===== config.mk =====
export PLATFORM = sky130hd
export DESIGN_NAME = ncs_ram
export DESIGN_NICKNAME = d
export VERILOG_FILES = /design/src/rtl/ncs_ram.sv
export SDC_FILE = /design/constraint.sdc
export NUM_CORES = 2
export LEC_CHECK = 0
export BUFFER_PORTS_ARGS = -buffer_cell sky130_fd_sc_hd__buf_2
export CORE_UTILIZATION = 55
export CTS_CLUSTER_SIZE = 12
export DETAILED_ROUTE_END_ITERATION = 7
export PLACE_DENSITY = 0.68
export SLEW_MARGIN = 25
export SYNTH_ARGS = -nofsm -noshare
export SYNTH_HDL_FRONTEND = slang
export SYNTH_SLANG_ARGS = --single-unit

===== constraint.sdc =====
create_clock -name clk -period 2.9 [get_ports clk]
set_clock_uncertainty 0.05 [all_clocks]
set_input_delay 0.435 -clock clk [delete_from_list [all_inputs] [get_ports clk]]
set_output_delay 0.435 -clock clk [all_outputs]
set_load 0.02 [all_outputs]

===== src/rtl/ncs_ram.sv =====
// Generic single-write, single-read synchronous RAM with registered read data.
// No dependencies.
module ncs_ram #(
  parameter int WIDTH = 8,
  parameter int DEPTH = 256
) (
  input  logic                     clk,
  input  logic                     we,
  input  logic [$clog2(DEPTH)-1:0] waddr,
  input  logic [WIDTH-1:0]         wdata,
  input  logic [$clog2(DEPTH)-1:0] raddr,
  output logic [WIDTH-1:0]         rdata
);

  logic [WIDTH-1:0] mem [DEPTH];

  always_ff @(posedge clk) begin
    if (we) begin
      mem[waddr] <= wdata;
    end
    rdata <= mem[raddr];
  end

endmodule


; ---- Word-level counts from Yosys, hierarchy flattened
; Memory sizes are Yosys's and may differ from the RTL's. A register that Yosys moved wholly into a read port is not among the register bits.
; Index checks and enable logic that the tools add are counted.
[classes]
n_mux = 2
[op_table]
columns = cell, n
row1 = $mux W1, 2
[word_totals]
mem_count = 1
inputBits = 26
mem_bits_rw = 2048
elab_cells = 3
register_bits = 0
output_inout_bits = 8
[memory_table]
columns = name, words, width, rd, rd_ports_with_merged_regs, write_ports, line_no
row1 = mem, 256, 8, 1, 1, 1, 15  ; logic [WIDTH-1:0] mem [DEPTH];

; ---- Logic depth before layout (Yosys ltp)
[logic_depth]
word_depth = 2
ltp_mapped = 11
depth_no_buf = 6

; ---- Worst setup path before layout
; No wires, ideal clock.
[synth_timing]
path_type = input to register
from = in raddr[0]
to = reg rdata[2], read port of mem
setup_slack_ps = 477
t_arrival_ps = 2242
required_time_ps = 2719
cell_stages = 9
setup_time_ps = 131
path_buffers = 4
cell_sequence = buf_6 buf_12 buf_8 buf_2 mux4_2 a22oi_1 a21oi_1 nor4_1 nor4_2
[synth_rtl]
columns = element, line_no
row1 = "start, declared", 11  ; input logic [$clog2(DEPTH)-1:0] raddr,
row2 = "end, declared", 12  ; output logic [WIDTH-1:0] rdata

==> run metrics <==
most frequent cell after synthesis=edfxtp_1; io pins=34; largest net degree at the start of global routing=around 110; f_max=359.4 MHz; clock tree buffer depth=3; starting density of the core=a little under three fifths; CP top delay family=simple AND/OR/NAND/NOR gates; CTS-repair resized insts=0; Comb pwr share=5.5%; RSZ-0062 raised after global routing=no; Vias/cell=6.441; cells along the critical path=buf_8 > buf_12 > buf_12 > buf_4 > mux4_2 > a22oi_1 > a21oi_1 > nor4_1 > nor4_1; Final Hold Viols=0; Pint=47080 uW; Post-synth ARST share=0%; first-pass GRT wire length=282600 um; GRT busiest layer=met2; Clock transition at path regs=0.06 ns; Die X=382.3 um; fill count=9490; Die Ht=382.3 um; largest family of logic cells by synthesized area=multiplexers; Max VDD drop=roughly 0.00056 V; Reg2Reg Depth=8; die footprint=146200 um2; area of the multi-input gates=16490 um2; sequential-to-total area share from yosys stat=slightly below 80%; cells after synthesis=3733; WS Path Type=in2reg; Worst path max stage delay=about 0.94 ns; Worst EP required=3.54 ns; number of port buffers=33; Synth Area in Simple Gates=around 2.6%; worst skew pair latency=0.85 ns; GRT met1 Usage=40.17%; Mapped Nets=3759; area delta synth->final=15.54%; #FFs+latches synth=2056; status=complete, no violations; clock share of power=39.6%; DR WL/cell=30.55 um; sequential share of power=55.0%; Power per Cell Area=649.8 nW/um2; hold-fix buffers at CTS=0; vias after detailed routing=roughly 40000; leakage=0.02959 uW; vias in the first global route=40780; Overflow after GRT=0; CTS tree=built; Synth area leader=edfxtp_1; Synthesis Warnings=0; root buf cell=clkbuf_16; Post-Route Utilization=64.07%; adder-cell share of the synthesized area=0%; leading cell types by count after synthesis=edfxtp_1 (2048), mux4_2 (454), nor2_1 (282); CP startpoint kind=input port; met2 usage=41.95%; Crit path buffers/inverters=4; CTS Buf Count=201; initial antenna violation count=5; Worst Hold Depth=1; mux cell area share after synthesis=between 10 and 15%; Final WS setup=between 0.1 and 0.15 ns; Post-synth EDFFs=2048; non-filler instance count after layout=6348; Psw=12640 uW; Critical-path top delay cell=nor4_1; fin crit period=2.782 ns; RePlAce Congestion=slightly below 0.9; DR iter-0 viols=5164; core area=about 140000 um2; total number of H-tree levels=4; Setup Viol. Count Final=0; synth top area cells=edfxtp_1 (77%), mux4_2 (13%), mux2i_1 (1.7%), nor2_1 (1.3%), a22oi_1 (1.3%); CP Max Fanout=20; GR Util met3=4.489%; worst hold slack=between 0.02 and 0.03 ns; gr usage total=26.98%; Residual DRC=0; max cap viols=0; Mean Syn Cell Area=21.31 um2; Post-Synth XOR/XNOR Area=0%; Setup crit end kind=flop; dpl cells=6034; Switching Share=21.17%; Yosys top cell area share=77.30%; Post-CTS Setup Repair Bufs=0; Compound-Gate Fraction of Synth Area=3.419%; Final nets=4360; Final period util=between 90% and 100%; critical path depth=9; post-detailed-routing wire length=194000 um; count of different cell masters after synthesis=55; ys flop type=edfxtp_1; worst hold path class=in2reg; Rel. slew slack=27.05%; Worst Tran Pin Value=1.084 ns; Setup WS pre-CTS=-0.6902 ns; remaining antenna violation count=0; max-slew violations=0; share of cells above drive strength 1=30.07%; row cnt=139; drt pass-1 iters=5; CTS sink count=about 2100; sequential cell area=61660 um2; arrival time at the worst endpoint=3.42 ns; DP HPWL=~120000 um; Mapped Area=between 70000 and 80000 um2
[worst paths after layout]
check                              from                     to  slack, ns
setup / recovery               raddr[0]       rdata[4]$_DFF_P_       0.12
hold / removal                 wdata[0]  mem[225][0]$_DFFE_PP_       0.03
setup reg to reg  mem[163][2]$_DFFE_PP_       rdata[2]$_DFF_P_       0.24
hold reg to reg    mem[41][3]$_DFFE_PP_       rdata[3]$_DFF_P_       1.00
[layout by cell type (no fill, tap or decap), types with 10 or more instances in the layout]
| master | n |
|---|---|
| edfxtp_1 | 2048 |
| buf_4 | 529 |
| mux4_2 | 454 |
| nor2_1 | 279 |
| clkbuf_16 | 202 |
| mux2i_1 | 134 |
| a22oi_1 | 133 |
| a21oi_1 | 96 |
| buf_12 | 70 |
| clkbuf_1 | 57 |
| o221ai_1 | 46 |
| nand3_1 | 34 |
| nand2_1 | 33 |
| o22ai_1 | 28 |
| nor2b_1 | 28 |
| clkinv_1 | 24 |
| nor4_1 | 24 |
| nor3_1 | 22 |
| buf_2 | 22 |
| a211oi_1 | 16 |
| a221oi_1 | 13 |
| nand4_1 | 10 |
| o211ai_1 | 10 |
| o21ai_0 | 10 |
[final cells by class]
cell class	count	area share [%]
Clock buffer	263	5.792
Inverter	2	0.008167
Sequential cell	2056	67.08
Multi-Input combinational cell	1442	17.94
Clock inverter	49	0.4696
Tap cell	1903	2.590
Timing Repair Buffer	631	6.122
Antenna cell	2	0.005445
[cells by family after synthesis]
logic type | count (synthesis)
simple gates | 466
buf+inv | 235
compound gates | 385
flops | 2056
mux | 591
[routing by layer]
| layer | part of all wire, % | vias to the layer above |
|---|---|---|
| met5 | 0.0062 | - |
| met2 | 48 | 2197 |
| met4 | 2.5 | 2 |
| li1 | - | 16860 |
| met1 | 40 | 21560 |
| met3 | 9.4 | 273 |
[stage by stage]
step           total power (uW)  area [um2]  TNS [ns]
5_1_grt                   61200       91920         0
6_report                  59730       91920         0
4_1_cts                   60070       91920         0
3_3_place_gp              36680       86160    -3.705
2_1_floorplan             35030       79560         0
3_5_place_dp              36730       86160    -3.657
[power groups by stage]
stage / clock network (uW) / logic [uW] / registers, uW
final: 23600 / 3280 / 32800
after global placement: 0 / 3240 / 33400
after global routing: 24900 / 3450 / 32800
after floorplan: 0 / 1590 / 33400
after detailed placement: 0 / 3280 / 33400
after CTS: 24000 / 3300 / 32800
[flip-flops by register name, indices dropped and copies added (netlist names)]
signal / count
mem: 2048
rdata: 8
(Power assumes the default switching activity.)
