--- config.mk ---
export PLATFORM = sky130hd
export DESIGN_NAME = ncs_result_fifo
export DESIGN_NICKNAME = d
export VERILOG_FILES = /design/src/rtl/ncs_pkg.sv /design/src/rtl/ncs_result_fifo.sv
export SDC_FILE = /design/constraint.sdc
export NUM_CORES = 1
export LEC_CHECK = 0
export ABC_CLOCK_PERIOD_IN_PS = 6700
export BUFFER_PORTS_ARGS = -buffer_cell sky130_fd_sc_hd__buf_4
export CORE_MARGIN = 1.5
export CORE_UTILIZATION = 37
export DETAILED_ROUTE_END_ITERATION = 6
export GPL_TIMING_DRIVEN = 1
export SLEW_MARGIN = 20
export SYNTH_ARGS = -nofsm -noshare
export SYNTH_HDL_FRONTEND = slang
export SYNTH_SLANG_ARGS = --single-unit
--- constraint.sdc ---
create_clock -name clk -period 6.7 [get_ports clk]
set_input_delay 1.005 -clock clk [delete_from_list [all_inputs] [get_ports clk]]
set_output_delay 1.005 -clock clk [all_outputs]
set_load 0.01 [all_outputs]
--- src/rtl/ncs_pkg.sv ---
// Shared types and constants of the 3x3 neighbour contrast marker.
// No dependencies; ncs_window, ncs_result_fifo and the top level import it.
package ncs_pkg;

  localparam int MAX_WIDTH = 2048;
  localparam int COL_W     = $clog2(MAX_WIDTH);
  localparam int EW_W      = COL_W + 1;
  localparam int PIX_W     = 8;
  localparam int THR_W     = 8;
  localparam int IMG_W_W   = 12;
  localparam int IMG_H_W   = 16;
  localparam int ROW_W     = 16;
  localparam int OUT_X_W   = 11;
  localparam int CFG_IDX_W = 2;
  localparam int CFG_DAT_W = 16;
  localparam int LINE_W    = 2 * PIX_W;

  localparam logic [CFG_IDX_W-1:0] REG_THRESHOLD    = 2'd0;
  localparam logic [CFG_IDX_W-1:0] REG_IMAGE_WIDTH  = 2'd1;
  localparam logic [CFG_IDX_W-1:0] REG_IMAGE_HEIGHT = 2'd2;

  localparam logic [THR_W-1:0]   THRESHOLD_RST = 8'd32;
  localparam logic [IMG_W_W-1:0] WIDTH_RST     = 12'd640;
  localparam logic [IMG_H_W-1:0] HEIGHT_RST    = 16'd480;

  localparam int FIFO_DEPTH = 8;
  localparam int FIFO_PTR_W = $clog2(FIFO_DEPTH);
  localparam int FIFO_CNT_W = FIFO_PTR_W + 1;

  typedef struct packed {
    logic [OUT_X_W-1:0] x;
    logic [ROW_W-1:0]   y;
    logic               ink;
    logic               last;
  } result_t;

  // Request in flight between the line store read and the window update.
  typedef struct packed {
    logic [COL_W-1:0] x;
    logic [ROW_W-1:0] y;
    logic             interior;
    logic             border;
  } stage_ctl_t;

endpackage

--- src/rtl/ncs_result_fifo.sv ---
// Result queue: takes up to two results per cycle, hands out one.
// Depends on ncs_pkg.
module ncs_result_fifo (
  input  logic                           clk,
  input  logic                           rst_n,
  input  logic [1:0]                     push_cnt,
  input  ncs_pkg::result_t               push_d0,
  input  ncs_pkg::result_t               push_d1,
  input  logic                           pop,
  output logic                           not_empty,
  output ncs_pkg::result_t               head,
  output logic [ncs_pkg::FIFO_CNT_W-1:0] count
);
  import ncs_pkg::*;

  result_t               entry_r [FIFO_DEPTH];
  logic [FIFO_PTR_W-1:0] wr_ptr_r, wr_ptr_nxt;
  logic [FIFO_PTR_W-1:0] rd_ptr_r, rd_ptr_nxt;
  logic [FIFO_CNT_W-1:0] count_r, count_nxt;
  logic [FIFO_PTR_W-1:0] wr_ptr_p1;

  assign wr_ptr_p1  = wr_ptr_r + FIFO_PTR_W'(1);
  assign not_empty  = (count_r != '0);
  assign head       = entry_r[rd_ptr_r];
  assign count      = count_r;
  assign wr_ptr_nxt = wr_ptr_r + FIFO_PTR_W'(push_cnt);
  assign rd_ptr_nxt = pop ? rd_ptr_r + FIFO_PTR_W'(1) : rd_ptr_r;
  assign count_nxt  = count_r + FIFO_CNT_W'(push_cnt) - FIFO_CNT_W'(pop);

  always_ff @(posedge clk) begin
    if (push_cnt != 2'd0) begin
      entry_r[wr_ptr_r] <= push_d0;
    end
    if (push_cnt == 2'd2) begin
      entry_r[wr_ptr_p1] <= push_d1;
    end
  end

  always_ff @(posedge clk) begin
    if (!rst_n) begin
      wr_ptr_r <= '0;
      rd_ptr_r <= '0;
      count_r  <= '0;
    end else begin
      wr_ptr_r <= wr_ptr_nxt;
      rd_ptr_r <= rd_ptr_nxt;
      count_r  <= count_nxt;
    end
  end

endmodule

# Word-level counts from Yosys, hierarchy flattened
# Memory sizes are Yosys's and may differ from the RTL's. A register that Yosys moved wholly into a read port is not among the register bits.
# Index checks and enable logic that the tools add are counted.
totals:
  elab_cells: 18
  out_inout_bits: 34
  ram_bits: 232
  input_bits: 63
  regBits: 10
  mem_count: 1
op_classes:
  mux: 6
  n_reduce_logical: 2
  addsub: 5
  eq_ne: 1
memory_table:
  columns: ["name", "depth", "word_bits", "rd", "rd_ports_with_merged_regs", "write_ports", "line_no", "text"]
  rows:
  - ["entry_r", 8, 29, 1, 1, 2, "ncs_result_fifo.sv:16", "result_t entry_r [FIFO_DEPTH];"]
ops:
  columns: ["op", "n"]
  rows:
  - ["adder 3 x 1 -> 3 bit (second input constant)", 2]
  - ["two-way mux 3 bit", 2]
  - ["adder 4 x 2 -> 4 bit", 1]
  - ["two-way mux 1 bit", 4]
  - ["nonzero test 4 bit", 1]
  - ["subtractor 4 x 1 -> 4 bit", 1]
  - ["adder 3 x 2 -> 3 bit", 1]
  - ["== test 2 bit (second input constant)", 1]
  - ["nonzero test 2 bit", 1]

# Longest topological paths before layout
depth:
  word_depth: 3
  ltp_mapped: 7

# Worst setup path after synthesis
# Ideal clock, no wire load.
synth_timing:
  kind: "input -> register"
  startpoint: "in push_cnt[0]"
  endpoint: "mem entry_r[1][0] in the netlist's numbering (enable)"
  required_ps: 6240
  stages: 2
  path_slack_ps: 2874
  arrival_time_ps: 3366
  cell_sequence: "o21ai_0 > o31ai_1"
synth_rtl:
  columns: ["element", "line_no", "text"]
  rows:
  - ["start, declared", "ncs_result_fifo.sv:6", "input logic [1:0] push_cnt,"]
  - ["end, declared", "ncs_result_fifo.sv:16", null]

==> results.md <==
- The end-of-flow core utilization is between 40% and 50%.
- The number of cells traversed by the worst register-to-register path is 5.
- TritonCTS built the clock tree.
- The number of cell rows is between 60 and 70.
- For this run, the register share of the synthesized area comes to between 50% and 60%.
- The boundary pin count is 97.
- Setup repair after global routing left no endpoint under its margin.
- CTS built an H-tree with a depth of 1.
- The first global-routing pass estimated roughly 44 mm of wire.
- The number of nets handed over by synthesis was between 700 and 800.
- Setup slack closes at 2610 ps.
- Adding up every negative setup slack in the final design gives 0 ps.
- The combined global-route utilization of all metal layers is ~17%.
- The initial standard-cell utilization of the core is a little under two fifths.
- The number of warnings printed during yosys synthesis is 0.
- The floorplan step defined a die boundary enclosing 34500 um^2.
- For the worst setup path, the data required time is 5690 ps.
- The number of remaining DRC errors is 0.
- The die width is ~190 um.
- The relative contribution of the clock network to total power is roughly a third.
- The total power divided by cell area is 275 nW/um^2.
- For this run, the leading register cell type out of synthesis is sky130_fd_sc_hd__edfxtp_1.
- The worst register-to-register path has a setup slack of around 3300 ps.
- The number of clock buffers inserted by TritonCTS is 27.
- Cells with a size suffix above 1 make up approximately three fifths of the layout.
- The endpoint identified for the worst register-to-register timing path is entry_r[7][14].
- The register area is a little over 7000 um^2.
- The arrival time reported for the critical path endpoint is just over 3000 ps.
- The setup fix buffers added after clock tree synthesis is 0.
- The cell-internal power is roughly 3 mW.
- The count of final max-slew check failures came to 0.
- Net switching is around a quarter of the power.
- The leakage power total is 4.94 nW.
- The number of different library cells used by synthesis comes to 35.
- The post-cts resize count is 0.
- The congestion estimate from routability-driven global placement came to just under 0.8.
- For this run the aggregate overflow at the end of global routing stands at 0.
- Once detail routing completed, the nets flagged for antenna violations numbered 0.
- Measured against its own limit, the worst slew margin works out to 25.3%.
- The filler cells instantiated in the layout total around 2900.
- The cell at the slowest stage of the critical path is sky130_fd_sc_hd__dfxtp_4.
- The number of setup violations in the final report is 0.
- The analysis attributes to net switching a power of 0.988 mW.
- The class of the tightest hold or removal check is reg -> reg.
- In the finished design, the share of the clock period the worst path needs comes to around three fifths.
- The clock latency reported for the late side of the worst-skew pair is ~530 ps.
- On the final layout, the worst clock skew is 11.7 ps.
- The worst path needs 4090 ps of the cycle, external delays included.
- The placed wire-length estimate is between 15 and 20 mm.
- The final layout contains routed wiring with a total length of about 29 mm.
- The worst-path maximum fanout is 35.
- The average instance in the mapped netlist occupies 18.3 um^2.
- The number of global-route vias before repair came to 7275.
- The pin count of the biggest net entering global routing is 48.
- Together, buffers and inverters on the worst path number 2.
- After the first detailed-routing iteration, the DRC count stood at roughly 500.
- After floorplanning, the core was sized to cover approximately 33000 um^2.
- Dividing the detail-routed via count by the number of cells gives between 5 and 6.
- For this run, the top clock speed supported by timing is 0.245 GHz.
- IR analysis of the VDD net gives a maximum drop of between 0.00015 and 0.0002 V.
- After clock tree synthesis, the flow added hold-fix buffers numbering 0.
- Counting every sink on the clock net gives about 250.
- The initial antenna violation count is 0.
- Counting flops with an async set or reset pin after synthesis yields a share of 0%.
- The count of buffers added on input and output ports is 96.
- The cell family contributing the most delay on the critical path is multiplexers.
- The post-synthesis register bit count is roughly 250.
- The count of flip-flops with a built-in enable after synthesis is ~230.
- The total power is roughly 4.0 mW.
- The growth of design area from synthesis to finish is 18.0%.
- In this run, the combinational gates consume approximately 18% of the power.
- Before CTS, the worst setup slack after placement is approximately 2900 ps.
- The final route contains between 6000 and 7000 vias.
- The critical path ends at head[27].
- STA classifies the critical path startpoint as a register.
- The count of inserted antenna diode cells is 0.
- Walking the worst path, the cells encountered are buf_4, mux4_2, mux2_4, buf_4.
- The multi-input combinational cells in the finished layout cover a total of between 4000 and 5000 um^2.
- The buffer type at the clock tree root is sky130_fd_sc_hd__clkbuf_16.
- Clock-pin slew was measured on the worst setup and hold paths at 60 ps.
- The number of buffers on the longest clock path is 3.
- In this run the critical register-to-register path is launched from wr_ptr_r[1].
- Per report_power, the sequential group accounts for between 40% and 50% of the total.
- The number of hold violations in the final report is 0.
- The total stage count of the critical path is 4.
- The critical path endpoint category is a primary output.
- The y dimension of the die is roughly 190 um.
- After the last flow step, the layout net total stands at ~850.
- Dividing the detail-routed wire length by the instance count gives around 23 um.
- In this design, the stage delay of the slowest critical-path cell is ~900 ps.
- In this run the cell area of the synthesized design comes to 12300 um^2.
- The number of max-cap violations is 0.
- The type of the worst setup path is reg -> out.
- The synthesized instance count is just under 700.
- The pre-antenna-repair detailed-routing pass consisted of 4 iterations.
- At the pin with the least slew margin, the transition time is 1120 ps.
- The cell seen most often among critical-path stages is sky130_fd_sc_hd__buf_4.
- The flow ran to the end, and the final reports show no timing, DRC or antenna violations.
- The worst hold slack is roughly 540 ps.
## flip-flops by register name (all words and copies together) (netlist names), named ones only
register	cells
count	4
wr_ptr_r	3
entry_r	232
rd_ptr_r	3
## final cells by class
type / instances / share of cell area [%]
flip-flops and latches: 245 / 49.7
multi-input cells: 379 / 33.9
repair buffers: 112 / 6.74
clock buffers: 30 / 4.72
well taps: 442 / 3.80
clock inverters: 19 / 0.937
inverters: 9 / 0.232
## worst min-delay path by stage
stage | start | end | slack, ps | cells past startpoint
final | rd_ptr_r[1] | register | 540 | 2
after global routing | rd_ptr_r[1] | register | 570 | 2
after CTS | rd_ptr_r[1] | register | 550 | 2
after detailed placement | rd_ptr_r[1] | register | 540 | 2
after global placement | rd_ptr_r[1] | register | 520 | 2
after floorplan | rd_ptr_r[1] | register | 510 | 2
## synthesized netlist by cell type, types with 3 or more instances
| cell type | n | area, um^2 |
|---|---|---|
| sky130_fd_sc_hd__edfxtp_1 | 232 | 6970 |
| sky130_fd_sc_hd__mux2_2 | 228 | 2570 |
| sky130_fd_sc_hd__mux4_2 | 58 | 1310 |
| sky130_fd_sc_hd__buf_2 | 27 | 135 |
| sky130_fd_sc_hd__mux2_4 | 20 | 300 |
| sky130_fd_sc_hd__dfxtp_1 | 13 | 260 |
| sky130_fd_sc_hd__mux2_1 | 13 | 146 |
| sky130_fd_sc_hd__and2_1 | 9 | 56.3 |
| sky130_fd_sc_hd__ha_1 | 9 | 113 |
| sky130_fd_sc_hd__inv_1 | 9 | 33.8 |
| sky130_fd_sc_hd__nand2_1 | 7 | 26.3 |
| sky130_fd_sc_hd__clkbuf_1 | 6 | 22.5 |
| sky130_fd_sc_hd__o21ai_0 | 5 | 25.0 |
| sky130_fd_sc_hd__buf_6 | 4 | 45.0 |
| sky130_fd_sc_hd__buf_12 | 3 | 60.1 |
| sky130_fd_sc_hd__nand2b_1 | 3 | 18.8 |
| sky130_fd_sc_hd__nand3_1 | 3 | 15.0 |
| sky130_fd_sc_hd__xor2_1 | 3 | 26.3 |
## cell families after synthesis
| family | count (synthesis) | share of synthesized area [%] |
|---|---|---|
| mux | 321 | 35.2 |
| fa+ha+maj | 11 | 1.24 |
| simple gates | 29 | 1.36 |
| xor+xnor | 6 | 0.548 |
| flops | 245 | 58.6 |
| compound gates | 12 | 0.588 |
| buf+inv | 51 | 2.52 |
## worst min-delay path: cells and delay by family, from the launching register on
| family | cells | cell delay (ps) |
|---|---|---|
| DFF | 1 | 320 |
| muxes | 1 | 120 |
| and+or+nand+nor | 1 | 70 |
## layout by cell type, fill, tap and decap left out, drive strengths merged, types with 2 or more instances in the layout
| cell | netlist | layout |
|---|---|---|
| mux2i | 2 | 2 |
| nand2 | 7 | 7 |
| clkinv | 0 | 17 |
| nor2 | 2 | 2 |
| xor2 | 4 | 4 |
| bufinv | 0 | 2 |
| nand2b | 3 | 3 |
| ha | 9 | 9 |
| and2 | 9 | 9 |
| mux4 | 58 | 58 |
| mux2 | 261 | 261 |
| dfxtp | 13 | 13 |
| edfxtp | 232 | 232 |
| xnor2 | 2 | 2 |
| o21ai | 5 | 5 |
| inv | 9 | 9 |
| buf | 36 | 112 |
| o22ai | 2 | 2 |
| fa | 2 | 2 |
| clkbuf | 6 | 30 |
| o31ai | 2 | 2 |
| nand3 | 3 | 3 |
## power by group through the flow
| stage | clock network [mW] | registers [mW] | logic, mW |
|---|---|---|---|
| after CTS | 1.42 | 1.90 | 0.738 |
| after floorplan | 0 | 1.91 | 0.450 |
| after detailed placement | 0 | 1.93 | 0.735 |
| after global placement | 0 | 1.92 | 0.698 |
| final | 1.39 | 1.89 | 0.725 |
| after global routing | 1.48 | 1.91 | 0.780 |
## stage by stage
stage,std cells,instance area (um^2)
6_report,1236,14600
5_1_grt,1236,14600
4_1_cts,1236,14600
3_5_place_dp,1187,13700
3_3_place_gp,1180,13500
2_1_floorplan,675,12300
## per-layer routing
layer  share of wire, %  wire length, um  global-route usage (%)
met1                 42            12000                    21.4
met2                 51            14800                    30.4
met3                4.2             1200                    2.70
met4                2.9              839                    5.06
met5                  0                0                       0
Note: power is estimated with default switching activity, not from simulation.
