File: src/rtl/ncs_pkg.sv
// Shared types and constants of the 3x3 neighbour contrast marker.
// No dependencies; ncs_window, ncs_result_fifo and the top level import it.
package ncs_pkg;

  localparam int MAX_WIDTH = 2048;
  localparam int COL_W     = $clog2(MAX_WIDTH);
  localparam int EW_W      = COL_W + 1;
  localparam int PIX_W     = 8;
  localparam int THR_W     = 8;
  localparam int IMG_W_W   = 12;
  localparam int IMG_H_W   = 16;
  localparam int ROW_W     = 16;
  localparam int OUT_X_W   = 11;
  localparam int CFG_IDX_W = 2;
  localparam int CFG_DAT_W = 16;
  localparam int LINE_W    = 2 * PIX_W;

  localparam logic [CFG_IDX_W-1:0] REG_THRESHOLD    = 2'd0;
  localparam logic [CFG_IDX_W-1:0] REG_IMAGE_WIDTH  = 2'd1;
  localparam logic [CFG_IDX_W-1:0] REG_IMAGE_HEIGHT = 2'd2;

  localparam logic [THR_W-1:0]   THRESHOLD_RST = 8'd32;
  localparam logic [IMG_W_W-1:0] WIDTH_RST     = 12'd640;
  localparam logic [IMG_H_W-1:0] HEIGHT_RST    = 16'd480;

  localparam int FIFO_DEPTH = 8;
  localparam int FIFO_PTR_W = $clog2(FIFO_DEPTH);
  localparam int FIFO_CNT_W = FIFO_PTR_W + 1;

  typedef struct packed {
    logic [OUT_X_W-1:0] x;
    logic [ROW_W-1:0]   y;
    logic               ink;
    logic               last;
  } result_t;

  // Request in flight between the line store read and the window update.
  typedef struct packed {
    logic [COL_W-1:0] x;
    logic [ROW_W-1:0] y;
    logic             interior;
    logic             border;
  } stage_ctl_t;

endpackage

File: src/rtl/ncs_window.sv
// 3x3 sample window and the contrast test on its center.
// Depends on ncs_pkg.
module ncs_window (
  input  logic                      clk,
  input  logic                      rst_n,
  input  logic                      advance,
  input  logic [ncs_pkg::PIX_W-1:0] above2,
  input  logic [ncs_pkg::PIX_W-1:0] above1,
  input  logic [ncs_pkg::PIX_W-1:0] sample,
  input  logic [ncs_pkg::THR_W-1:0] threshold,
  output logic                      ink
);
  import ncs_pkg::*;

  logic [PIX_W-1:0] win_r [3][3];
  logic [PIX_W-1:0] nbr [8];
  logic [PIX_W-1:0] center;

  function automatic logic [PIX_W-1:0] abs_diff(input logic [PIX_W-1:0] a,
                                                input logic [PIX_W-1:0] b);
    return (a > b) ? (a - b) : (b - a);
  endfunction

  // Neighbours as they stand after this shift; center is the old right column.
  assign center = win_r[1][2];
  assign nbr[0] = win_r[0][1];
  assign nbr[1] = win_r[1][1];
  assign nbr[2] = win_r[2][1];
  assign nbr[3] = win_r[0][2];
  assign nbr[4] = win_r[2][2];
  assign nbr[5] = above2;
  assign nbr[6] = above1;
  assign nbr[7] = sample;

  always_comb begin
    ink = 1'b0;
    for (int i = 0; i < 8; i++) begin
      if (abs_diff(nbr[i], center) > threshold) ink = 1'b1;
    end
  end

  always_ff @(posedge clk) begin
    if (!rst_n) begin
      for (int r = 0; r < 3; r++) begin
        for (int c = 0; c < 3; c++) begin
          win_r[r][c] <= '0;
        end
      end
    end else if (advance) begin
      for (int r = 0; r < 3; r++) begin
        win_r[r][0] <= win_r[r][1];
        win_r[r][1] <= win_r[r][2];
      end
      win_r[0][2] <= above2;
      win_r[1][2] <= above1;
      win_r[2][2] <= sample;
    end
  end

endmodule

File: config.mk
export PLATFORM = sky130hd
export DESIGN_NAME = ncs_window
export DESIGN_NICKNAME = d
export VERILOG_FILES = /design/src/rtl/ncs_pkg.sv /design/src/rtl/ncs_window.sv
export SDC_FILE = /design/constraint.sdc
export NUM_CORES = 1
export LEC_CHECK = 0
export ABC_AREA = 1
export BUFFER_PORTS_ARGS = -buffer_cell sky130_fd_sc_hd__buf_2
export CELL_PAD_IN_SITES_DETAIL_PLACEMENT = 0
export CELL_PAD_IN_SITES_GLOBAL_PLACEMENT = 1
export CORE_MARGIN = 1
export CORE_UTILIZATION = 50
export DETAILED_ROUTE_END_ITERATION = 10
export PLACE_DENSITY_LB_ADDON = 0.1
export SYNTH_ARGS = -nofsm -noshare
export SYNTH_HDL_FRONTEND = slang
export SYNTH_SLANG_ARGS = --single-unit
File: constraint.sdc
create_clock -name clk -period 7.2 [get_ports clk]
set_clock_uncertainty 0.05 [all_clocks]
set_input_delay 1.44 -clock clk [delete_from_list [all_inputs] [get_ports clk]]
set_output_delay 1.44 -clock clk [all_outputs]
set_load 0.01 [all_outputs]
==> Word level (Yosys, flattened, before mapping) <==
Memory sizes are Yosys's and may differ from the RTL's.
Index checks and enable logic that the tools add are counted.
{ "op_classes": {"add_sub_neg": 16, "mux": 29, "n_lt_le_gt_ge": 16, "bitwise": 9} }
{ "op_table": {"columns": ["operator", "n"], "rows": [
  ["8-bit two-way mux", 17],
  ["8-bit > comparator", 16],
  ["8-bit subtractor", 16],
  ["1-bit two-way mux", 12],
  ["1-bit OR", 9]
]} }
{ "word_totals": {"memories": 1, "ram_bits": 72, "inputBits": 35, "out_inout_bits": 1, "reg_bits": 0, "elab_cells": 71} }
{ "mem_list": {"columns": ["name", "words", "word_bits", "rd", "rd_ports_with_merged_regs", "write_ports", "line", "source"], "rows": [
  ["win_r", 3, 24, 3, 0, 3, "ncs_window.sv:15", "logic [PIX_W-1:0] win_r [3][3];"]
]} }

==> Depth between registers and ports, before layout <==
Gate-level depths: netlist (run 1).
An unclocked memory read counts as a cell.
{ "depth": {"ltp_word": 12, "depth_mapped": 25, "ltp_nobuf": 24} }

==> Worst setup path after synthesis (run 1) <==
OpenSTA, ideal clock, no wires.
{ "synth_path": {"path_type": "in2out", "startpoint": "input port sample[0] (netlist name)", "endpoint": "output port ink", "cell_stages": 20, "t_required_ns": 5.710, "setup_slack_ns": 2.240, "t_arrival_ns": 3.470, "n_path_buf": 0, "path_cell_list": "inv_1 ha_1 inv_1 fa_1 nand2_2 nand2_2 nand2_1 nand2_2 nand2_4 nand2_1 nand2_1 inv_1 ha_1 a21o_1 a21oi_1 nand2_1 nand2_1 nand2_1 nor2_1 nand2_1"} }
{ "synth_between": {"elab_chain_len": 4, "elab_cells_between_ends": 6, "cone_classes": "2 x add/sub; 2 x order compare; 2 x mux"} }
{ "synth_rtl": {"columns": ["element", "line", "source"], "rows": [
  ["start, declared", "ncs_window.sv:9", "input logic [ncs_pkg::PIX_W-1:0] sample,"],
  ["8-bit subtractor / 8-bit > comparator (equally long branches)", "ncs_window.sv:21", "return (a > b) ? (a - b) : (b - a);"],
  ["8-bit two-way mux *", "ncs_window.sv:21", null],
  ["8-bit > comparator *", "ncs_window.sv:38", "if (abs_diff(nbr[i], center) > threshold) ink = 1'b1;"],
  ["1-bit two-way mux *", "ncs_window.sv:38", null],
  ["end, declared", "ncs_window.sv:11", "output logic ink"]
]} }
Every way passes the cells marked *; elsewhere a longest branch is shown, timed or not.

==> results.py, run 1 <==
metrics = {
    "status": {
        "status": "complete, no violations",
    },
    "route": {
        "antenna_left": 0,
        "via_per_inst": 4.89,
        "drc": 0,
        "via_count": 8726,
        "drtIter0Drc": 378,
        "routed_wl_microns": 25600,
        "routedWlPerCell_microns": 14.3,
        "drt_pass1_iterations": 5,
    },
    "synth": {
        "synth_top_family_by_area": "simple AND/OR/NAND/NOR gates",
        "synth_nets": 1733,
        "synth_flop_cell": "edfxtp_1",
        "synth-edff-count": 48,
        "synth_cells": 1498,
        "synth_top_area_share": 0.236,
        "ys_ff_latch": 48,
        "avgSynthCellArea_sq_um": 6.51,
        "yosysUniqueCellTypes": 29,
        "synth_largest_area_cell": "ha_1",
        "synth-async-reset-ratio": 0,
        "synthTopCellsByArea": "ha_1 (24%), nand2_1 (19%), edfxtp_1 (15%), inv_1 (9.4%), nor2_1 (5.7%)",
        "muxShareOfSynthArea": 0,
        "synth-xor-area-share": 0.0503,
        "synth_simple_gate_area_frac": 0.345,
        "ys.warnings.count": 0,
        "synth_fa_ha_area_frac": 0.269,
        "synthesis.area_sq_um": 9750,
        "synth_compound_area_frac": 0.0729,
        "ys_seq_area_frac": 0.148,
    },
    "hold_path": {
        "hold_path_end": "win_r[0][15]$_SDFFCE_PN0P_",
        "hp-start": "win_r[0][7]$_SDFFCE_PN0P_",
        "hold_class": "register to register",
        "hold_depth": 2,
    },
    "timing": {
        "worst_pin_slew_ns": 1.11,
        "relSlewSlack": 0.262,
        "finalCritPeriodShare": 0.780,
        "whs_ns": 0.574,
        "hold_viol": 0,
        "rsz0062_at_grt": "no",
        "setup_viol": 0,
        "fmax_ghz": 0.178,
        "finalWorstSetupSlack_ns": 1.58,
        "setup_tns_ns": 0,
        "min_period_ns": 5.62,
        "slew_violations": 0,
    },
    "worst_setup_path": {
        "arrival_ns": 4.13,
        "critPathKind": "register to primary output",
        "path_cells": "inv_1 -> ha_1 -> a21oi_1 -> nor2_1 -> nor2_1 -> nand2_2 -> nand2_4 -> inv_4 -> nand2_1 -> nand2_1 -> inv_1 -> ha_1 -> a21o_1 -> nor2_1 -> nand2_1 -> nand2_1 -> nand2_1 -> nor2_1 -> nand2_1 -> buf_2",
        "cp_max_fo": 9,
        "required_ns": 5.71,
        "cp-end-kind": "primary output",
        "regToRegSetupSlack_ns": 5.44,
        "r2r-start": "win_r[0][29]$_SDFFCE_PN0P_",
        "cpMaxStageDelayCell": "edfxtp_1",
        "slowest_delay_ns": 0.83,
        "r2r_cells": 2,
        "reg2reg_to": "win_r[0][37]$_SDFFCE_PN0P_",
        "path_common_cell": "nand2_1",
        "startpoint_type": "register",
    },
    "clock_network": {
        "cts_tree": "yes",
        "cts_root_buf": "clkbuf_16",
        "post_cts_buffers": 0,
        "htree_levels": 2,
        "cts_made_buffers": 5,
        "post_cts_resized": 0,
        "clk_latency_ns": 0.30,
        "cts_buffer_depth": 2,
        "hold_buffers": 0,
        "clock_sinks": 48,
        "clkTransAtPathRegs_ns": 0.07,
    },
    "finish": {
        "top_register": "win_r",
        "final_common_cell": "nand2_1",
        "fillers": 1983,
        "num-nets-final": 1759,
        "reg_top3": "win_r (48)",
        "layout-drive-gt1-share": 0.0754,
        "area_growth_pct": 5.78,
        "fin_area_sq_um": 10300,
        "antenna-diode-count": 0,
        "post-route-util": 0.546,
        "final_cell_mix": "nand2_1 (491), inv_1 (244), ha_1 (184)",
        "largest_register_ffs": 48,
    },
    "grt": {
        "grt_pass1_wl_microns": 40900,
        "use_met2": 0.455,
        "grt.busiest_layer": "met2",
        "grt_max_degree": 49,
        "grt.met3_usage": 0.0162,
        "grt_overflow_total": 0,
        "grt_pass1_vias": 8063,
        "gr-usage-all-layers": 0.265,
        "antenna_found_initial": 0,
        "grt_use_met1": 0.365,
    },
    "floorplan": {
        "initial_utilization": 0.516,
        "fp-row-count": 50,
        "die_w_microns": 142,
        "dieArea_sq_um": 20100,
        "num_io_pins": 36,
        "fp.dieH_microns": 142,
        "core_area_sq_um": 18900,
    },
    "power": {
        "power_density_nw_per_um2": 178,
        "ir_worst_vdd_uv": 99.5,
        "p_leak_nw": 5.92,
    },
    "placement": {
        "io_buffers": 35,
        "gp_congestion": 0.916,
        "place.detailed.hpwl_microns": 20200,
        "placed_cell_area_sq_um": 10100,
        "place_worst_setup_slack_ns": 1.63,
    },
    "flow_run": {
        "maxCapViolCount": 0,
    },
}
==> cells in the mapped netlist, types with 5 or more instances <==
| library cell | n |
|---|---|
| nand2_4 | 10 |
| ha_1 | 184 |
| inv_2 | 5 |
| nand4_1 | 25 |
| nand4_2 | 7 |
| o21ai_1 | 18 |
| or2_1 | 13 |
| a21o_1 | 7 |
| inv_1 | 244 |
| inv_4 | 8 |
| fa_1 | 16 |
| a21oi_1 | 70 |
| nand2_1 | 492 |
| nor2_1 | 149 |
| nand2_2 | 21 |
| o21bai_1 | 9 |
| xor2_1 | 56 |
| buf_4 | 12 |
| o21ai_0 | 8 |
| nor2_2 | 9 |
| nand3_1 | 62 |
| o21a_1 | 10 |
| edfxtp_1 | 48 |
==> routing by layer <==
layer | up-vias | wire length, microns
met1 | 3784 | 12300
met4 | 0 | 469
met2 | 172 | 11700
met5 | - | 0
met3 | 31 | 1090
li1 | 4739 | -
==> worst max-delay path: cells and delay by family (launching register included) <==
kind,cells,cell delay [ns]
fa+ha+maj,2,0.58
buf+inv,4,0.81
flops,1,0.83
compound gates,2,0.43
simple gates,12,1.14
==> report_power, final <==
part / switching (W) / internal (W)
sequential: 0.0000263 / 0.000330
clock: 0.000113 / 0.000165
combinational: 0.000754 / 0.000443
total: 0.000893 / 0.000938
==> how the worst max path moves through the flow <==
stage	end	slack (ns)	from
global placement	ink	1.67	above2[0]
global route	ink	1.28	win_r[0][29]$_SDFFCE_PN0P_
floorplan	ink	2.24	sample[0]
finish	ink	1.58	win_r[0][29]$_SDFFCE_PN0P_
detailed placement	ink	1.63	above2[0]
CTS	ink	1.54	win_r[0][29]$_SDFFCE_PN0P_
==> area by class of cell <==
cell class / instances / area (sq um) / share of cell area
Multi-Input combinational cell: 1173 / 7190 / 0.697
Sequential cell: 48 / 1440 / 0.140
Inverter: 258 / 990 / 0.0960
Tap cell: 260 / 325 / 0.0315
Timing Repair Buffer: 38 / 198 / 0.0192
Clock buffer: 5 / 125 / 0.0121
Clock inverter: 3 / 46.3 / 0.00449
==> cell families (layout without fill, tap and decap cells) <==
kind of cell,after synthesis,in the layout
xor gates and xnor gates,56,56
AOI/OAI and AO/OA,126,126
DFF,48,48
adders and majority gates,200,200
buffers and inverters,277,304
and+or+nand+nor,791,791
==> per-stage QoR <==
stage               instances  power [W]
floorplan                1498    0.00130
global placement         1777    0.00155
detailed placement       1777    0.00155
CTS                      1785    0.00184
global route             1785    0.00204
finish                   1785    0.00183
Power figures use the tool's default switching activity.
==> run 2, diff against run 1 <==
- CORE_UTILIZATION: 50 -> 42
- clock period: 7.2 -> 4.7 ns (I/O delays scaled with it)
==> run 2 against run 1 <==
Effect of this change: non-clock buffer count rose by 24; final cell count rose by 2.8%; sequential cell count did not move; sequential power rose by 48%; die area rose by 19%; largest cell class unchanged; critical endpoint unchanged.
==> results.py, run 2 (synthesis gave the netlist of run 1 again) <==
metrics = {
    "route": {
        "drc": 0,
        "via_per_inst": 4.87,
        "routedWlPerCell_microns": 15.1,
        "routed_wl_microns": 27800,
        "drtIter0Drc": 437,
        "drt_pass1_iterations": 5,
        "via_count": 8943,
        "antenna_left": 0,
    },
    "worst_setup_path": {
        "slowest_delay_ns": 0.42,
        "r2r_cells": 3,
        "cp_max_fo": 6,
        "path_cells": "buf_2 -> inv_1 -> ha_2 -> inv_2 -> fa_2 -> nand2_2 -> nand2_2 -> nand2_1 -> nand2_2 -> nand2_4 -> buf_6 -> nand2_1 -> nand2_1 -> inv_1 -> ha_4 -> nand2_1 -> nor2_2 -> nand4_1 -> nand2_2 -> nand2_4 -> nor2_4 -> nand2_1 -> buf_2",
        "cp-end-kind": "primary output",
        "critPathKind": "primary input to primary output",
        "r2r-start": "win_r[0][28]$_SDFFCE_PN0P_",
        "cpMaxStageDelayCell": "fa_2",
        "startpoint_type": "primary input",
        "required_ns": 3.71,
        "path_common_cell": "nand2_1",
        "arrival_ns": 3.50,
        "regToRegSetupSlack_ns": 3.32,
        "reg2reg_to": "win_r[0][36]$_SDFFCE_PN0P_",
    },
    "status": {
        "status": "complete, no violations",
    },
    "placement": {
        "place.detailed.hpwl_microns": 22200,
        "io_buffers": 35,
        "gp_congestion": 0.880,
        "placed_cell_area_sq_um": 10300,
    },
    "timing": {
        "setup_tns_ns": 0,
        "worst_pin_slew_ns": 1.06,
        "finalCritPeriodShare": 0.955,
        "hold_viol": 0,
        "min_period_ns": 4.49,
        "setup_viol": 0,
        "relSlewSlack": 0.294,
        "slew_violations": 0,
        "whs_ns": 0.569,
        "fmax_ghz": 0.223,
        "rsz0062_at_grt": "no",
    },
    "finish": {
        "fillers": 2423,
        "final_common_cell": "nand2_1",
        "antenna-diode-count": 0,
        "final_cell_mix": "nand2_1 (484), inv_1 (242), ha_1 (178)",
        "area_growth_pct": 8.71,
        "num-nets-final": 1784,
        "layout-drive-gt1-share": 0.105,
        "top_register": "win_r",
        "fin_area_sq_um": 10600,
        "largest_register_ffs": 48,
        "reg_top3": "win_r (48)",
    },
    "floorplan": {
        "initial_utilization": 0.429,
        "fp.dieH_microns": 154,
        "dieArea_sq_um": 23800,
        "core_area_sq_um": 22700,
        "die_w_microns": 154,
        "fp-row-count": 55,
        "num_io_pins": 36,
    },
    "hold_path": {
        "hold_path_end": "win_r[0][61]$_SDFFCE_PN0P_",
        "hp-start": "win_r[0][53]$_SDFFCE_PN0P_",
        "hold_depth": 2,
        "hold_class": "register to register",
    },
    "clock_network": {
        "cts_made_buffers": 5,
        "htree_levels": 2,
        "hold_buffers": 0,
        "cts_buffer_depth": 2,
        "cts_root_buf": "clkbuf_16",
        "clkTransAtPathRegs_ns": 0.08,
        "clock_sinks": 48,
        "cts_tree": "yes",
        "clk_latency_ns": 0.30,
    },
    "power": {
        "p_leak_nw": 6.02,
        "power_density_nw_per_um2": 269,
        "ir_worst_vdd_uv": 162,
    },
    "grt": {
        "gr-usage-all-layers": 0.239,
        "grt_max_degree": 49,
        "grt_pass1_vias": 8452,
        "antenna_found_initial": 0,
        "grt_overflow_total": 0,
        "grt_pass1_wl_microns": 44400,
    },
    "flow_run": {
        "maxCapViolCount": 0,
    },
}
run 2: through the flow:
stage / worst slack, ns / util / std cells / power, W
floorplan: 0.502 / - / 1498 / 0.00199
global placement: 0.0763 / 0.454 / 1819 / 0.00242
detailed placement: 0.0491 / 0.454 / 1819 / 0.00243
CTS: 0.0486 / 0.461 / 1827 / 0.00281
global route: 0.0104 / 0.467 / 1835 / 0.00318
finish: 0.210 / 0.467 / 1835 / 0.00285
run 2: report_power, final:
| part | leakage (nW) | internal [W] | switching, W |
|---|---|---|---|
| Clock | 0.0635 | 0.000196 | 0.000177 |
| Combinational | 5.43 | 0.000725 | 0.00122 |
| Sequential | 0.527 | 0.000505 | 0.0000216 |
run 2: worst max path at each step:
stage | endpoint | slack (ns) | depth (start not counted) | startpoint
2_1_floorplan | ink | 0.50 | 18 | win_r[0][25]$_SDFFCE_PN0P_
4_1_cts | ink | 0.05 | 25 | above2[0]
3_5_place_dp | ink | 0.05 | 25 | above2[0]
3_3_place_gp | ink | 0.08 | 23 | above2[0]
6_report | ink | 0.21 | 23 | above2[0]
5_1_grt | ink | 0.01 | 23 | sample[0]
run 2: cell type report:
class | instances | area [sq um] | share of cell area
clock buffer | 5 | 125 | 0.0118
multi-input combinational | 1174 | 7270 | 0.686
timing repair buffer | 62 | 394 | 0.0372
clock inverter | 3 | 18.8 | 0.00177
inverter | 258 | 990 | 0.0934
tap | 285 | 357 | 0.0336
sequential | 48 | 1440 | 0.136
run 2: per-layer routing:
| metal | global-route usage | up-vias | part of all wire |
|---|---|---|---|
| li1 | - | 4807 | - |
| met1 | 0.334 | 3944 | 0.49 |
| met2 | 0.406 | 167 | 0.46 |
| met3 | 0.0109 | 25 | 0.033 |
| met4 | 0.0500 | 0 | 0.015 |
| met5 | 0 | - | 0 |
run 2: critical path, delay by kind of cell:
family	cells	cell delay, ns
fa+ha+maj	3	0.89
simple gates	14	1.11
buf+inv	6	0.55
run 2: what timing repair did:
item,CTS,global route
endpoints found under the setup margin,0,1
resized for setup,0,28
setup buffers,0,7
==> run 3, diff against run 2 <==
- CORE_UTILIZATION: 42 -> 50
- RECOVER_POWER: default -> 50
- clock period: 4.7 -> 5.3 ns (I/O delays scaled with it)
==> run 3 against run 2 <==
Effect of this change: register-to-register slack improved by 0.34 ns; the run now ends with max-capacitance violations, max-slew violations left; wire length decreased by 5.7%; highest routed layer unchanged; first-iteration DRC count decreased by 18%; design area decreased by 2.2%.
==> results.py, run 3 (synthesis gave the netlist of run 1 again) <==
metrics = {
    "status": {
        "status": "finished, violations left",
        "violations": "max-capacitance violations, max-slew violations",
    },
    "finish": {
        "layout-drive-gt1-share": 0.0782,
        "fin_area_sq_um": 10400,
        "fillers": 1944,
        "area_growth_pct": 6.33,
        "largest_register_ffs": 48,
        "register_area_sq_um": 1440,
        "layoutNonFillerInstCount": 1795,
        "final_common_cell": "nand2_1",
        "reg_top3": "win_r (48)",
        "top_register": "win_r",
        "num-nets-final": 1768,
        "final_cell_mix": "nand2_1 (491), inv_1 (244), ha_1 (184)",
        "multi_input_comb_area_sq_um": 7190,
    },
    "flow_run": {
        "maxCapViolCount": 2,
    },
    "timing": {
        "fmax_ghz": 0.201,
        "whs_ns": 0.559,
        "finalCritPeriodShare": 0.937,
        "rsz0062_at_grt": "no",
        "worst_pin_slew_ns": 2.75,
        "relSlewSlack": -0.835,
        "min_period_ns": 4.96,
        "hold_viol": 0,
        "slew_violations": 98,
        "setup_tns_ns": 0,
        "setup_viol": 0,
    },
    "worst_setup_path": {
        "required_ns": 4.19,
        "cp_num_buf_inv": 4,
        "crit_family": "simple AND/OR/NAND/NOR gates",
        "path_common_cell": "nand2_1",
        "cp_max_fo": 9,
        "arrival_ns": 3.85,
        "path_cells": "inv_1 -> ha_1 -> a21oi_1 -> nor2_1 -> nor2_1 -> nand2_2 -> nand2_4 -> inv_4 -> nand2_1 -> nand2_1 -> inv_1 -> ha_1 -> a21o_1 -> a21oi_1 -> nand2_1 -> nand2_1 -> nand2_1 -> nor2_1 -> nand2_1 -> buf_2",
        "slowest_delay_ns": 0.72,
        "cp-end-kind": "primary output",
        "startpoint_type": "register",
        "critPathKind": "register to primary output",
        "cpMaxStageDelayCell": "edfxtp_1",
    },
    "clock_network": {
        "cts_made_buffers": 5,
        "hold_buffers": 0,
        "cts_tree": "yes",
        "clock_sinks": 48,
        "post_cts_buffers": 0,
        "post_cts_resized": 0,
        "cts_buffer_depth": 2,
        "clk_latency_ns": 0.30,
        "clkTransAtPathRegs_ns": 0.07,
        "htree_levels": 2,
        "cts_root_buf": "clkbuf_16",
    },
    "power": {
        "power_density_nw_per_um2": 241,
        "p_total_w": 0.00250,
        "p_leak_nw": 5.95,
        "ir_worst_vdd_uv": 147,
    },
    "floorplan": {
        "num_io_pins": 36,
        "initial_utilization": 0.516,
        "fp-row-count": 50,
        "dieArea_sq_um": 20100,
        "fp.dieH_microns": 142,
        "core_area_sq_um": 18900,
        "die_w_microns": 142,
    },
    "grt": {
        "grt_max_degree": 49,
        "grt_overflow_total": 0,
        "gr-usage-all-layers": 0.273,
        "grt_pass1_vias": 8338,
        "grt_pass1_wl_microns": 42000,
        "antenna_found_initial": 1,
    },
    "route": {
        "routedWlPerCell_microns": 14.6,
        "antenna_left": 0,
        "drc": 0,
        "drtIter0Drc": 360,
        "drt_pass1_iterations": 5,
        "routed_wl_microns": 26200,
        "via_count": 8902,
        "via_per_inst": 4.96,
    },
    "placement": {
        "gp_congestion": 0.894,
        "dp_cells": 1786,
        "placed_cell_area_sq_um": 10200,
        "place.detailed.hpwl_microns": 20800,
        "io_buffers": 35,
    },
    "hold_path": {
        "hold_class": "register to register",
    },
}
-- run 3: cell types whose count changed in the layout (fill, tap and decap cells not counted), moves of 3 or more --
cell | previous run | this run
nand2_2 | 29 | 22
ha_1 | 178 | 184
a21oi_2 | 8 | 4
ha_2 | 5 | 0
a21oi_1 | 66 | 70
clkbuf_1 | 0 | 4
buf_4 | 25 | 10
nand2_1 | 484 | 491
nor2_1 | 146 | 149
-- run 3: layout make-up --
type                    count  share of cell area
multi-input cells        1173               0.693
flip-flops and latches     48               0.139
inverters                 258              0.0955
well taps                 260              0.0314
repair buffers             47              0.0247
clock buffers               6              0.0124
clock inverters             2             0.00338
diodes                      1            0.000241
-- run 3: per-stage QoR --
stage / setup WS, ns / util
4_1_cts: 0.298 / 0.549
6_report: 0.335 / 0.549
5_1_grt: 0.0472 / 0.549
3_3_place_gp: 0.479 / 0.540
3_5_place_dp: 0.457 / 0.540
2_1_floorplan: 0.982 / -
-- run 3: final timing paths --
| path | startpoint | end | slack, ns | cells past startpoint |
|---|---|---|---|---|
| hold / removal | win_r[0][7]$_SDFFCE_PN0P_ | win_r[0][15]$_SDFFCE_PN0P_ | 0.56 | 2 |
| hold reg to reg | win_r[0][7]$_SDFFCE_PN0P_ | win_r[0][15]$_SDFFCE_PN0P_ | 0.56 | 2 |
| setup / recovery | win_r[0][29]$_SDFFCE_PN0P_ | ink | 0.34 | 20 |
| setup reg to reg | win_r[0][29]$_SDFFCE_PN0P_ | win_r[0][37]$_SDFFCE_PN0P_ | 3.66 | 2 |
-- run 3: layer usage --
layer	vias up	share of wire	global-route usage
met4	0	0.021	0.0724
met1	3966	0.47	0.365
met3	32	0.042	0.0182
li1	4749	-	-
met5	-	0	0
met2	155	0.47	0.475
-- run 3: tightest hold or removal path: cells and delay by family (launching register included) --
kind / cells / cell delay (ns)
flops: 1 / 0.36
simple gates: 1 / 0.08
buf+inv: 1 / 0.05
-- run 3: where the power goes --
group          total, W  internal (W)  leakage (nW)  switching [W]
clock network  0.000371      0.000223        0.0808       0.000148
registers      0.000470      0.000449         0.527      0.0000209
logic           0.00166      0.000611          5.34        0.00105
total           0.00250       0.00128          5.95        0.00122
